## config.mk

```make
export PLATFORM = sky130hd
export DESIGN_NAME = bbps_seq
export DESIGN_NICKNAME = d
export VERILOG_FILES = /design/src/hdl/bbps_pkg.sv /design/src/hdl/bbps_seq.sv
export SDC_FILE = /design/constraint.sdc
export NUM_CORES = 1
export LEC_CHECK = 0
export BUFFER_PORTS_ARGS = -buffer_cell sky130_fd_sc_hd__buf_2
export CORE_UTILIZATION = 23
export CTS_CLUSTER_DIAMETER = 60
export DETAILED_ROUTE_END_ITERATION = 8
export SLEW_MARGIN = 25
export SYNTH_ARGS = -nofsm -noshare
export SYNTH_HDL_FRONTEND = slang
export SYNTH_SLANG_ARGS = --single-unit
```

## constraint.sdc

```tcl
create_clock -name clk -period 5.95 [get_ports clk]
set_input_delay 0.595 -clock clk [delete_from_list [all_inputs] [get_ports clk]]
set_output_delay 0.595 -clock clk [all_outputs]
set_load 0.05 [all_outputs]
```

## src/hdl/bbps_pkg.sv

```systemverilog
// ----------------------------------------------------------------------------
// bbps_pkg
// shared types and codes of the bang-bang path sequencer
// ----------------------------------------------------------------------------
package bbps_pkg;

	localparam int CELL_W  = 4;
	localparam int LSTEP_W = 6;
	localparam int ANGLE_W = 14;
	localparam int TOL_W   = 10;
	localparam int PULSE_W = 16;
	localparam int TRIAL_W = 8;
	localparam int CCNT_W  = 5;
	localparam int SCNT_W  = 7;
	localparam int NCELL_W = 7;
	localparam int NSTEP_W = 9;
	localparam int STEPO_W = 6;
	localparam int CMD_W   = 2;
	localparam int IDX_W   = 3;
	localparam int CFGD_W  = 16;
	localparam int IN_W    = 24;
	localparam int OUT_W   = 32;

	localparam logic OP_LOAD   = 1'b0;
	localparam logic OP_SAMPLE = 1'b1;

	localparam logic [CMD_W-1:0] VALVE_LOCK  = 2'd0;
	localparam logic [CMD_W-1:0] VALVE_LEFT  = 2'd1;
	localparam logic [CMD_W-1:0] VALVE_RIGHT = 2'd2;

	localparam logic [IDX_W-1:0] CFG_TOLERANCE  = 3'd0;
	localparam logic [IDX_W-1:0] CFG_PULSE_LEN  = 3'd1;
	localparam logic [IDX_W-1:0] CFG_MAX_TRIALS = 3'd2;
	localparam logic [IDX_W-1:0] CFG_CELL_COUNT = 3'd3;
	localparam logic [IDX_W-1:0] CFG_STEP_COUNT = 3'd4;

	localparam logic [TOL_W-1:0]   TOL_RST    = 10'd16;
	localparam logic [PULSE_W-1:0] PULSE_RST  = 16'd100;
	localparam logic [TRIAL_W-1:0] TRIALS_RST = 8'd10;
	localparam logic [CCNT_W-1:0]  CCNT_RST   = 5'd16;
	localparam logic [SCNT_W-1:0]  SCNT_RST   = 7'd64;

	localparam logic [TRIAL_W-1:0] TRIAL_SAT = 8'd255;

	typedef struct packed {
		logic                      op;
		logic [CELL_W-1:0]         cell_idx;
		logic                      in_round;
		logic                      close;
		logic signed [ANGLE_W-1:0] angle;
	} item_t;

	typedef struct packed {
		logic [TOL_W-1:0]   tol;
		logic [PULSE_W-1:0] pulse;
		logic [TRIAL_W-1:0] max_trials;
		logic [NSTEP_W-1:0] nsteps;
	} cfg_t;

	typedef struct packed {
		logic [CMD_W-1:0]   cmd;
		logic [PULSE_W-1:0] pulse;
		logic               reached;
		logic [STEPO_W-1:0] step;
		logic               done;
	} res_t;

endpackage

```

## src/hdl/bbps_seq.sv

```systemverilog
// ----------------------------------------------------------------------------
// bbps_seq
// error check, valve decision and step / trial / done state update
// ----------------------------------------------------------------------------
module bbps_seq #(
	parameter int SW = 6
) (
	input  logic                                clk,
	input  logic                                arst_n,
	input  logic                                adv,
	input  bbps_pkg::item_t                     item,
	input  logic signed [bbps_pkg::ANGLE_W-1:0] target,
	input  bbps_pkg::cfg_t                      cfg,
	output logic [SW-1:0]                       step,
	output bbps_pkg::res_t                      res
);

	logic [SW-1:0]                step_q, step_d;
	logic [bbps_pkg::TRIAL_W-1:0] trial_q, trial_d, trial_inc;
	logic                         all_q, all_d;
	logic                         done_q, done_d;

	logic signed [bbps_pkg::ANGLE_W:0] err;
	logic [bbps_pkg::ANGLE_W:0]        mag;
	logic                              hit, active, live, go, last;
	logic [bbps_pkg::NSTEP_W-1:0]      step_nx;

	always_comb begin
		err       = {target[bbps_pkg::ANGLE_W-1], target}
		          - {item.angle[bbps_pkg::ANGLE_W-1], item.angle};
		mag       = err[bbps_pkg::ANGLE_W] ? (~err + 1'b1) : err;
		hit       = mag <= {{(bbps_pkg::ANGLE_W + 1 - bbps_pkg::TOL_W){1'b0}}, cfg.tol};
		active    = (item.op == bbps_pkg::OP_SAMPLE) && item.in_round;
		live      = active && !done_q;
		trial_inc = (trial_q == bbps_pkg::TRIAL_SAT) ? trial_q : trial_q + 1'b1;
		go        = (all_q && hit) || (trial_inc >= cfg.max_trials);
		step_nx   = bbps_pkg::NSTEP_W'(step_q) + 1'b1;
		last      = step_nx >= cfg.nsteps;

		step_d  = step_q;
		trial_d = trial_q;
		all_d   = all_q;
		done_d  = done_q;

		res.cmd   = bbps_pkg::VALVE_LOCK;
		res.pulse = '0;

		if (live) begin
			if (!hit) begin
				res.cmd   = err[bbps_pkg::ANGLE_W] ? bbps_pkg::VALVE_RIGHT : bbps_pkg::VALVE_LEFT;
				res.pulse = cfg.pulse;
				all_d     = 1'b0;
			end
			if (item.close) begin
				trial_d = trial_inc;
				if (go) begin
					if (last) begin
						done_d = 1'b1;
					end else begin
						step_d  = step_q + 1'b1;
						trial_d = '0;
					end
				end
				all_d = 1'b1;
			end
		end

		res.reached = active && hit;
		res.step    = bbps_pkg::STEPO_W'(step_d);
		res.done    = done_d;
	end

	always_ff @(posedge clk or negedge arst_n) begin
		if (!arst_n) begin
			step_q  <= '0;
			trial_q <= '0;
			all_q   <= 1'b1;
			done_q  <= 1'b0;
		end else if (adv) begin
			step_q  <= step_d;
			trial_q <= trial_d;
			all_q   <= all_d;
			done_q  <= done_d;
		end
	end

	assign step = step_q;

endmodule

```

==> impl_metrics.env, run 1 <==
export IMPL_run_status="complete, no violations"
export IMPL_ys_seq_area_share_pct=13.3
export IMPL_die_y_um=117
export IMPL_syn_inst=400
export IMPL_fin_nets=626
export IMPL_clkSinkCount=16
export IMPL_rsz0062_at_grt="false"
export IMPL_synthTopCellsByCount="inv_1 (46), ha_1 (42), nand2_1 (31)"
export IMPL_arrival_ns=5.00
export IMPL_maxSlewHeadroom_pct=66.1
export IMPL_portBuffers=108
export IMPL_critical_path_class="in2out"
export IMPL_critPathLaunchType="input port"
export IMPL_synthFlopType="dfrtp_1"
export IMPL_peakVddDrop_mv=0.139
export IMPL_p_leak_nw=2.11
export IMPL_path_max_fanout=9
export IMPL_yosysMostFrequentCell="inv_1"
export IMPL_gp_congestion=0.808
export IMPL_grt_pass1_wl_um=12600
export IMPL_gr_usage_all_layers_pct=11.2
export IMPL_worstPathCellList="buf_2 > inv_1 > ha_1 > inv_1 > fa_1 > a211oi_2 > o21ai_0 > xor2_1 > a2111oi_4 > a31oi_1 > xnor2_1 > ha_1 > nand3_1 > o32ai_1 > a21oi_1 > nand2b_1 > o41a_4 > nor3b_2 > mux2_2 > buf_2"
export IMPL_yosysUniqueCellTypes=55
export IMPL_chipWidth_um=117
export IMPL_multi_input_area_mm2=0.00238
export IMPL_min_path_type="in2async"
export IMPL_synth_cell_area_mm2=0.00302
export IMPL_layout_drive_gt1_share_pct=27.7
export IMPL_async_reset_ff_share_pct=100
export IMPL_setup_violations=0
export IMPL_drt_wl_total_um=7780
export IMPL_tns_ns=0
export IMPL_hpwl_um=6450
export IMPL_power_density_mw_per_mm2=187
export IMPL_clock_root_buffer="clkbuf_16"
export IMPL_clk_pin_slew_ns=0.05
export IMPL_dr_pass1_iters=5
export IMPL_drv_cap=0
export IMPL_dp_cells=669
export IMPL_worst_pin_slew_ns=0.503
export IMPL_power_w=0.000722
export IMPL_drv_slew=0
export IMPL_vias=3165
export IMPL_yosysWarnings=0
export IMPL_start_util_pct=23.7
export IMPL_dieArea_mm2=0.0136
export IMPL_core_region_area_mm2=0.0127
export IMPL_fin_cells=675
export IMPL_synth_area_leader_cell="ha_1"
export IMPL_overflow=0
export IMPL_viasPerCell=4.69
export IMPL_cts_tree="yes"
export IMPL_syn_num_nets=524
export IMPL_period_needed_ns=5.60
export IMPL_ant_nets=0
export IMPL_critPathCaptureType="output pin"
export IMPL_grt_pass1_vias=2902
export IMPL_synth_area_leaders="ha_1 (17%), dfrtp_1 (12%), inv_1 (5.7%)"
export IMPL_clkLatencyLatePin_ns=0.24
export IMPL_antenna_found_initial=3
export IMPL_drt_iter0_drc=114
export IMPL_hold_violations=0
export IMPL_post_route_period_util_pct=94.1
export IMPL_drc=0
export IMPL_ys_seq_elements=16
export IMPL_max_clock_freq_mhz=179
export IMPL_grt_max_degree=20
export IMPL_clk_path_buf_depth=2
export IMPL_fin_skew_ns=0.00227
export IMPL_register_area_um2=402
export IMPL_synth_top_area_share_pct=17.4
export IMPL_nFillCells=1427
export IMPL_wire_per_inst_um=11.5
export IMPL_synth_edf_count=0
export IMPL_syn_area_per_cell_um2=7.54
export IMPL_max_stage_delay_ns=0.45
export IMPL_required_ns=5.36
export IMPL_io_pins=113
export IMPL_crit_buf_inv=4
export IMPL_cp_slowest_cell="fa_1"
export IMPL_rows=41
export IMPL_path_delay_family="compound AO/OA/AOI/OAI gates"
export IMPL_htree_levels=1
export IMPL_cts_made_buffers=3
export IMPL_area_growth_pct=27.7
power breakdown:
group	switching (W)	total, W	internal, W
combinational	0.000252	0.000444	0.000192
sequential	0.0000203	0.000145	0.000125
clock	0.0000423	0.000133	0.0000908
final cells by class:
| type | count | area share [%] |
|---|---|---|
| diodes | 2 | 0.130 |
| flip-flops and latches | 16 | 10.4 |
| inverters | 46 | 4.48 |
| clock buffers | 4 | 2.05 |
| well taps | 172 | 5.58 |
| multi-input cells | 320 | 61.9 |
| repair buffers | 115 | 15.5 |
cells in the final DEF, fill, tap and decap left out, types with 4 or more instances in the layout:
master	count
a211oi_1	4
a21o_1	19
a21oi_1	15
and2_1	21
and3_1	5
buf_2	107
buf_4	7
dfrtp_1	15
ha_1	42
inv_1	46
mux2_2	4
nand2_1	31
nand2b_1	7
nand3_1	15
nand4_1	4
nor2_1	21
nor2b_1	5
nor3_1	11
nor4b_1	5
o211ai_1	7
o21a_1	8
o21ai_0	20
xnor2_1	16
xor2_1	17
flip-flops by register name (all words and copies together) (netlist names):
register,cells
all_q,1
step,6
done_q,1
trial_q,8
per-stage QoR:
stage          hold WS, ns  instance area (µm²)  util [%]  setup slack [ns]
2_1_floorplan        0.299                 3020         -             0.264
3_3_place_gp         0.475                 3750      29.5             0.194
3_5_place_dp         0.489                 3750      29.5             0.165
4_1_cts              0.283                 3830      30.1             0.142
5_1_grt              0.299                 3850      30.3            0.0237
6_report             0.269                 3850      30.3             0.353
layer usage:
| layer | GRT usage (%) | part of all wire [%] | vias up |
|---|---|---|---|
| met1 | 14.8 | 47 | 1477 |
| li1 | - | - | 1610 |
| met2 | 18.7 | 46 | 68 |
| met4 | 1.97 | 0.84 | 2 |
| met5 | 0 | 0.10 | - |
| met3 | 2.34 | 6.2 | 8 |
what timing repair did:
item / CTS / global route
hold buffers: 0 / 0
gates resized for setup: 0 / 4
endpoints found under the setup margin: 0 / 7
setup buffers: 0 / 0
logic make-up (layout without fill, tap and decap cells):
| logic type | after synthesis | count (layout) | synth area share, % |
|---|---|---|---|
| AND/OR/NAND/NOR | 136 | 136 | 23.8 |
| AO/OA/AOI/OAI | 103 | 103 | 25.1 |
| buffers and inverters | 64 | 165 | 8.34 |
| adder cells (fa/ha/maj) | 43 | 43 | 18.1 |
| XOR/XNOR | 33 | 33 | 9.58 |
| flip-flops | 16 | 16 | 13.3 |
| multiplexers | 5 | 5 | 1.82 |
| other | 0 | 2 | 0 |
worst paths after layout:
check                                        from                  end  slack, ns  cells past startpoint
hold reg to reg                done_q$_DFFE_PN0P_   done_q$_DFFE_PN0P_       0.49                      1
setup / recovery                        target[0]               res[2]       0.35                     20
min in group clk               done_q$_DFFE_PN0P_   done_q$_DFFE_PN0P_       0.49                      1
max in group asynchronous                  arst_n    all_q$_DFFE_PN1P_       5.36                      1
hold / removal                             arst_n  step[0]$_DFFE_PN0P_       0.27                      1
setup reg to reg           trial_q[0]$_DFFE_PN0P_  step[4]$_DFFE_PN0P_       2.08                     16
(Power assumes the default switching activity.)
==> run 2, diff against run 1 <==
--- a/config.mk
+++ b/config.mk
@@ -6,9 +6,12 @@
 export NUM_CORES = 1
 export LEC_CHECK = 0
 export BUFFER_PORTS_ARGS = -buffer_cell sky130_fd_sc_hd__buf_2
+export CELL_PAD_IN_SITES_DETAIL_PLACEMENT = 0
+export CELL_PAD_IN_SITES_GLOBAL_PLACEMENT = 1
 export CORE_UTILIZATION = 23
 export CTS_CLUSTER_DIAMETER = 60
 export DETAILED_ROUTE_END_ITERATION = 8
+export PLACE_DENSITY_LB_ADDON = 0.1
 export SLEW_MARGIN = 25
 export SYNTH_ARGS = -nofsm -noshare
 export SYNTH_HDL_FRONTEND = slang
==> run 2 against run 1 <==
Via count decreased by 3.4%. Sequential power barely moved. Highest routed layer is now met4. Die area unchanged. Worst setup slack better by 0.036 ns. Critical path type unchanged. Flip-flop and latch count unchanged. Fmax rose by 0.64%. Wire length up 9.8%.
==> impl_metrics.env, run 2 (same netlist as run 1, synthesis figures left out) <==
export IMPL_drt_wl_total_um=8550
export IMPL_r2r_end="step[1]$_DFFE_PN0P_"
export IMPL_rows=41
export IMPL_fin_skew_ns=0.00371
export IMPL_reg2reg_from="trial_q[0]$_DFFE_PN0P_"
export IMPL_grt_max_degree=20
export IMPL_critPathCaptureType="output pin"
export IMPL_drt_iter0_drc=97
export IMPL_setup_reg_to_reg_worst_slack_ns=1.93
export IMPL_clock_root_buffer="clkbuf_16"
export IMPL_layout_common_cells="buf_2 (106), inv_1 (46), ha_1 (42)"
export IMPL_gr_usage_all_layers_pct=12.5
export IMPL_portBuffers=108
export IMPL_rsz0062_at_grt="false"
export IMPL_power_w=0.000742
export IMPL_power_density_mw_per_mm2=191
export IMPL_peakVddDrop_mv=0.0864
export IMPL_drv_slew=0
export IMPL_required_ns=5.36
export IMPL_layout_commonest_cell="buf_2"
export IMPL_largest_reg_flops=8
export IMPL_fin_nets=627
export IMPL_drc=0
export IMPL_worst_pin_slew_ns=0.511
export IMPL_ant_nets=0
export IMPL_p_leak_nw=2.11
export IMPL_chipWidth_um=117
export IMPL_gp_congestion=0.717
export IMPL_dieArea_mm2=0.0136
export IMPL_tns_ns=0
export IMPL_dr_pass1_iters=4
export IMPL_grt_pass1_vias=2883
export IMPL_max_clock_freq_mhz=180
export IMPL_grt_pass1_wl_um=13700
export IMPL_area_growth_pct=28.5
export IMPL_period_needed_ns=5.56
export IMPL_arrival_ns=4.97
export IMPL_maxSlewHeadroom_pct=65.7
export IMPL_hpwl_um=7080
export IMPL_min_path_type="in2async"
export IMPL_clkSinkCount=16
export IMPL_holdBufCountCts=0
export IMPL_top_register="trial_q"
export IMPL_drv_cap=0
export IMPL_clk_pin_slew_ns=0.05
export IMPL_hold_violations=0
export IMPL_antenna_found_initial=1
export IMPL_htree_levels=1
export IMPL_critPathLaunchType="input port"
export IMPL_viasPerCell=4.53
export IMPL_overflow=0
export IMPL_wire_per_inst_um=12.7
export IMPL_start_util_pct=23.7
export IMPL_path_max_fanout=7
export IMPL_crit_end="res[2]"
export IMPL_cts_tree="yes"
export IMPL_clk_path_buf_depth=2
export IMPL_core_region_area_mm2=0.0127
export IMPL_vias=3057
export IMPL_reg2regPathDepth=16
export IMPL_startpoint="target[0]"
export IMPL_cts_made_buffers=3
export IMPL_die_y_um=117
export IMPL_final_core_util_pct=30.5
export IMPL_critical_path_class="in2out"
export IMPL_setup_violations=0
export IMPL_post_route_period_util_pct=93.5
export IMPL_io_pins=113
export IMPL_layout_drive_gt1_share_pct=27.9
export IMPL_clkLatencyLatePin_ns=0.25
export IMPL_run_status="complete, no violations"
==> run 2: layer usage <==
layer / vias to the layer above / global-route usage [%] / share of wire, %
met5: - / 0 / 0
li1: 1619 / - / -
met2: 58 / 21.2 / 46
met4: 0 / 2.22 / 0.48
met1: 1376 / 17.0 / 50
met3: 4 / 1.66 / 3.8
==> run 2: worst min path at each step <==
stage / start / endpoint / slack [ns] / cells after the start
2_1_floorplan: arst_n / done_q$_DFFE_PN0P_ / 0.30 / 0
3_3_place_gp: done_q$_DFFE_PN0P_ / done_q$_DFFE_PN0P_ / 0.48 / 1
3_5_place_dp: done_q$_DFFE_PN0P_ / done_q$_DFFE_PN0P_ / 0.48 / 1
4_1_cts: arst_n / trial_q[3]$_DFFE_PN0P_ / 0.28 / 1
5_1_grt: arst_n / trial_q[4]$_DFFE_PN0P_ / 0.30 / 1
6_report: arst_n / trial_q[3]$_DFFE_PN0P_ / 0.26 / 1
==> run 2: metrics by stage <==
stage | hold WS, ns | area [µm²] | cells | setup slack [ns]
detailed placement | 0.480 | 3760 | 670 | 0.185
finish | 0.260 | 3870 | 675 | 0.389
global route | 0.298 | 3870 | 674 | 0.00868
global placement | 0.480 | 3760 | 670 | 0.200
floorplan | 0.299 | 3020 | 400 | 0.264
CTS | 0.278 | 3850 | 674 | 0.163
==> run 2: power breakdown <==
| part | leakage, nW | total [W] | switching, W | internal, W |
|---|---|---|---|---|
| clock network | 0.0442 | 0.000148 | 0.0000457 | 0.000102 |
| logic | 1.86 | 0.000448 | 0.000256 | 0.000192 |
| registers | 0.210 | 0.000146 | 0.0000211 | 0.000125 |
| total | 2.11 | 0.000742 | 0.000323 | 0.000419 |
==> run 2: repair_timing <==
item | 4_1_cts | 5_1_grt
setup endpoints to repair | 0 | 7
buffers inserted | 0 | 0
gates resized for setup | 0 | 6
==> run 2: area by class of cell <==
| cell class | instances | area (µm²) |
|---|---|---|
| clock buffers | 4 | 88.8 |
| well taps | 172 | 215 |
| multi-input cells | 320 | 2390 |
| diodes | 1 | 2.50 |
| inverters | 46 | 173 |
| flip-flops and latches | 16 | 402 |
| repair buffers | 116 | 606 |
| fillers | 1450 | 8850 |
==> run 2: worst max-delay path, stage by stage <==
cell	delay (ns)
buf_2	0.09
inv_1	0.04
ha_1	0.16
inv_1	0.05
fa_1	0.41
buf_4	0.17
a21o_1	0.18
nor4b_1	0.24
mux2i_1	0.12
a21oi_1	0.34
a21oi_1	0.14
xnor2_1	0.15
ha_1	0.31
a2111oi_0	0.41
a21oi_1	0.17
nand2b_1	0.18
o41a_4	0.41
nor3b_4	0.23
mux2_2	0.35
buf_2	0.21
==> run 3, diff against run 2 <==
--- a/config.mk
+++ b/config.mk
@@ -8,10 +8,11 @@
 export BUFFER_PORTS_ARGS = -buffer_cell sky130_fd_sc_hd__buf_2
 export CELL_PAD_IN_SITES_DETAIL_PLACEMENT = 0
 export CELL_PAD_IN_SITES_GLOBAL_PLACEMENT = 1
+export CORE_MARGIN = 1.5
 export CORE_UTILIZATION = 23
 export CTS_CLUSTER_DIAMETER = 60
 export DETAILED_ROUTE_END_ITERATION = 8
-export PLACE_DENSITY_LB_ADDON = 0.1
+export PLACE_DENSITY = 0.67
 export SLEW_MARGIN = 25
 export SYNTH_ARGS = -nofsm -noshare
 export SYNTH_HDL_FRONTEND = slang
==> run 3 against run 2 <==
Flip-flop and latch count unchanged. Fmax down 0.14%. Combinational power about the same. Critical endpoint unchanged. Non-clock buffer count unchanged. Clock power about the same. Via count up 2.0%.
==> impl_metrics.env, run 3 (same netlist as run 1, synthesis figures left out) <==
export IMPL_fin_nets=627
export IMPL_critPathCaptureType="output pin"
export IMPL_fin_cells=674
export IMPL_drv_slew=0
export IMPL_final_area_mm2=0.00387
export IMPL_largest_reg_flops=8
export IMPL_chipWidth_um=118
export IMPL_htree_levels=1
export IMPL_start_util_pct=23.7
export IMPL_layout_common_cells="buf_2 (108), inv_1 (46), ha_1 (42)"
export IMPL_dieArea_mm2=0.0138
export IMPL_ant_nets=0
export IMPL_overflow=0
export IMPL_max_clock_freq_mhz=180
export IMPL_area_growth_pct=28.2
export IMPL_drc=0
export IMPL_layout_commonest_cell="buf_2"
export IMPL_top_register="trial_q"
export IMPL_post_route_period_util_pct=93.6
export IMPL_maxSlewHeadroom_pct=66.8
export IMPL_clkSinkCount=16
export IMPL_clk_path_buf_depth=2
export IMPL_cts_tree="yes"
export IMPL_period_needed_ns=5.57
export IMPL_path_delay_family="compound AO/OA/AOI/OAI gates"
export IMPL_path_max_fanout=9
export IMPL_required_ns=5.36
export IMPL_max_stage_delay_ns=0.42
export IMPL_antenna_found_initial=0
export IMPL_wire_per_inst_um=11.9
export IMPL_nFillCells=1433
export IMPL_rsz0062_at_grt="false"
export IMPL_crit_buf_inv=4
export IMPL_power_density_mw_per_mm2=190
export IMPL_vias=3118
export IMPL_portBuffers=108
export IMPL_min_path_type="in2async"
export IMPL_cp_slowest_cell="o41a_4"
export IMPL_peakVddDrop_mv=0.210
export IMPL_setup_violations=0
export IMPL_clk_pin_slew_ns=0.05
export IMPL_grt_pass1_wl_um=13400
export IMPL_fin_skew_ns=0.00512
export IMPL_gr_usage_all_layers_pct=11.2
export IMPL_critPathLaunchType="input port"
export IMPL_grt_pass1_vias=3008
export IMPL_dpl_instance_area_mm2=0.00376
export IMPL_io_pins=113
export IMPL_p_leak_nw=2.11
export IMPL_gp_congestion=0.802
export IMPL_postCtsSetupBuffers=0
export IMPL_tns_ns=0
export IMPL_hpwl_um=6690
export IMPL_drt_wl_total_um=8000
export IMPL_run_status="complete, no violations"
export IMPL_viasPerCell=4.63
export IMPL_dr_pass1_iters=4
export IMPL_die_y_um=118
export IMPL_core_region_area_mm2=0.0127
export IMPL_drv_cap=0
export IMPL_arrival_ns=4.97
export IMPL_grt_max_degree=20
export IMPL_critical_path_class="in2out"
export IMPL_cts_made_buffers=3
export IMPL_dp_cells=670
export IMPL_worst_pin_slew_ns=0.497
export IMPL_drt_iter0_drc=101
export IMPL_rows=41
export IMPL_diodes=0
export IMPL_clock_root_buffer="clkbuf_16"
export IMPL_worstPathCellList="buf_2 > inv_1 > ha_1 > inv_1 > fa_1 > a211oi_2 > o211ai_1 > a41oi_2 > o21ai_0 > nor2b_1 > nor2_1 > xor2_1 > ha_1 > a21o_1 > a21oi_1 > o21ai_0 > nand3_1 > a21oi_1 > nand2b_1 > o41a_4 > nor3b_2 > mux2_2 > buf_2"
export IMPL_hold_violations=0
export IMPL_layout_drive_gt1_share_pct=28.1
export IMPL_clkLatencyLatePin_ns=0.25
[run 3: repair_timing]
item / CTS / global route
endpoints found under the hold margin: 0 / 0
hold buffers: 0 / 0
gates resized for setup: 0 / 4
endpoints found under the setup margin: 0 / 7
[run 3: cell type report]
type                            count  area, µm²  area share, %
Timing Repair Buffer              116        601           15.5
Multi-Input combinational cell    320       2390           61.8
Clock buffer                        4       88.8           2.30
Sequential cell                    16        402           10.4
Tap cell                          172        215           5.56
Inverter                           46        173           4.46
[run 3: path summary, 6_finish.rpt]
path	from	end	slack, ns	cells past startpoint
setup reg to reg	trial_q[0]$_DFFE_PN0P_	step[4]$_DFFE_PN0P_	2.00	17
hold / removal	arst_n	trial_q[3]$_DFFE_PN0P_	0.26	1
max in group asynchronous	arst_n	all_q$_DFFE_PN1P_	5.38	1
min in group clk	done_q$_DFFE_PN0P_	done_q$_DFFE_PN0P_	0.50	1
setup / recovery	target[0]	res[2]	0.38	23
hold reg to reg	done_q$_DFFE_PN0P_	done_q$_DFFE_PN0P_	0.50	1
[run 3: layer usage]
layer  vias to the layer above  wire length, µm  GRT usage, %  part of all wire, %
met5                         -                0             0                    0
met3                         2              562          2.62                  7.0
met4                         0                8         0.457                 0.10
li1                       1616                -             -                    -
met1                      1410             3650          14.4                   46
met2                        90             3780          20.1                   47
[run 3: through the flow]
| stage | utilization, % | total power (W) | hold WS (ns) | worst slack (ns) |
|---|---|---|---|---|
| global placement | 29.6 | 0.000584 | 0.473 | 0.232 |
| detailed placement | 29.6 | 0.000592 | 0.490 | 0.163 |
| CTS | 30.3 | 0.000742 | 0.277 | 0.157 |
| global route | 30.4 | 0.000803 | 0.292 | 0.0530 |
| finish | 30.4 | 0.000735 | 0.262 | 0.381 |
| floorplan | - | 0.000475 | 0.299 | 0.264 |
[run 3: report_power, final]
part	internal [W]	switching, W
Combinational	0.000193	0.000253
Sequential	0.000125	0.0000200
Clock	0.000102	0.0000426
Total	0.000420	0.000315
[run 3: worst reg2reg max path: cells and delay by family (launching register included)]
family | cells | cell delay (ns)
AO/OA/AOI/OAI | 7 | 1.54
AND/OR/NAND/NOR | 5 | 0.77
adder cells (fa/ha/maj) | 2 | 0.48
XOR/XNOR | 2 | 0.42
flip-flops | 1 | 0.41
buffers and inverters | 1 | 0.19
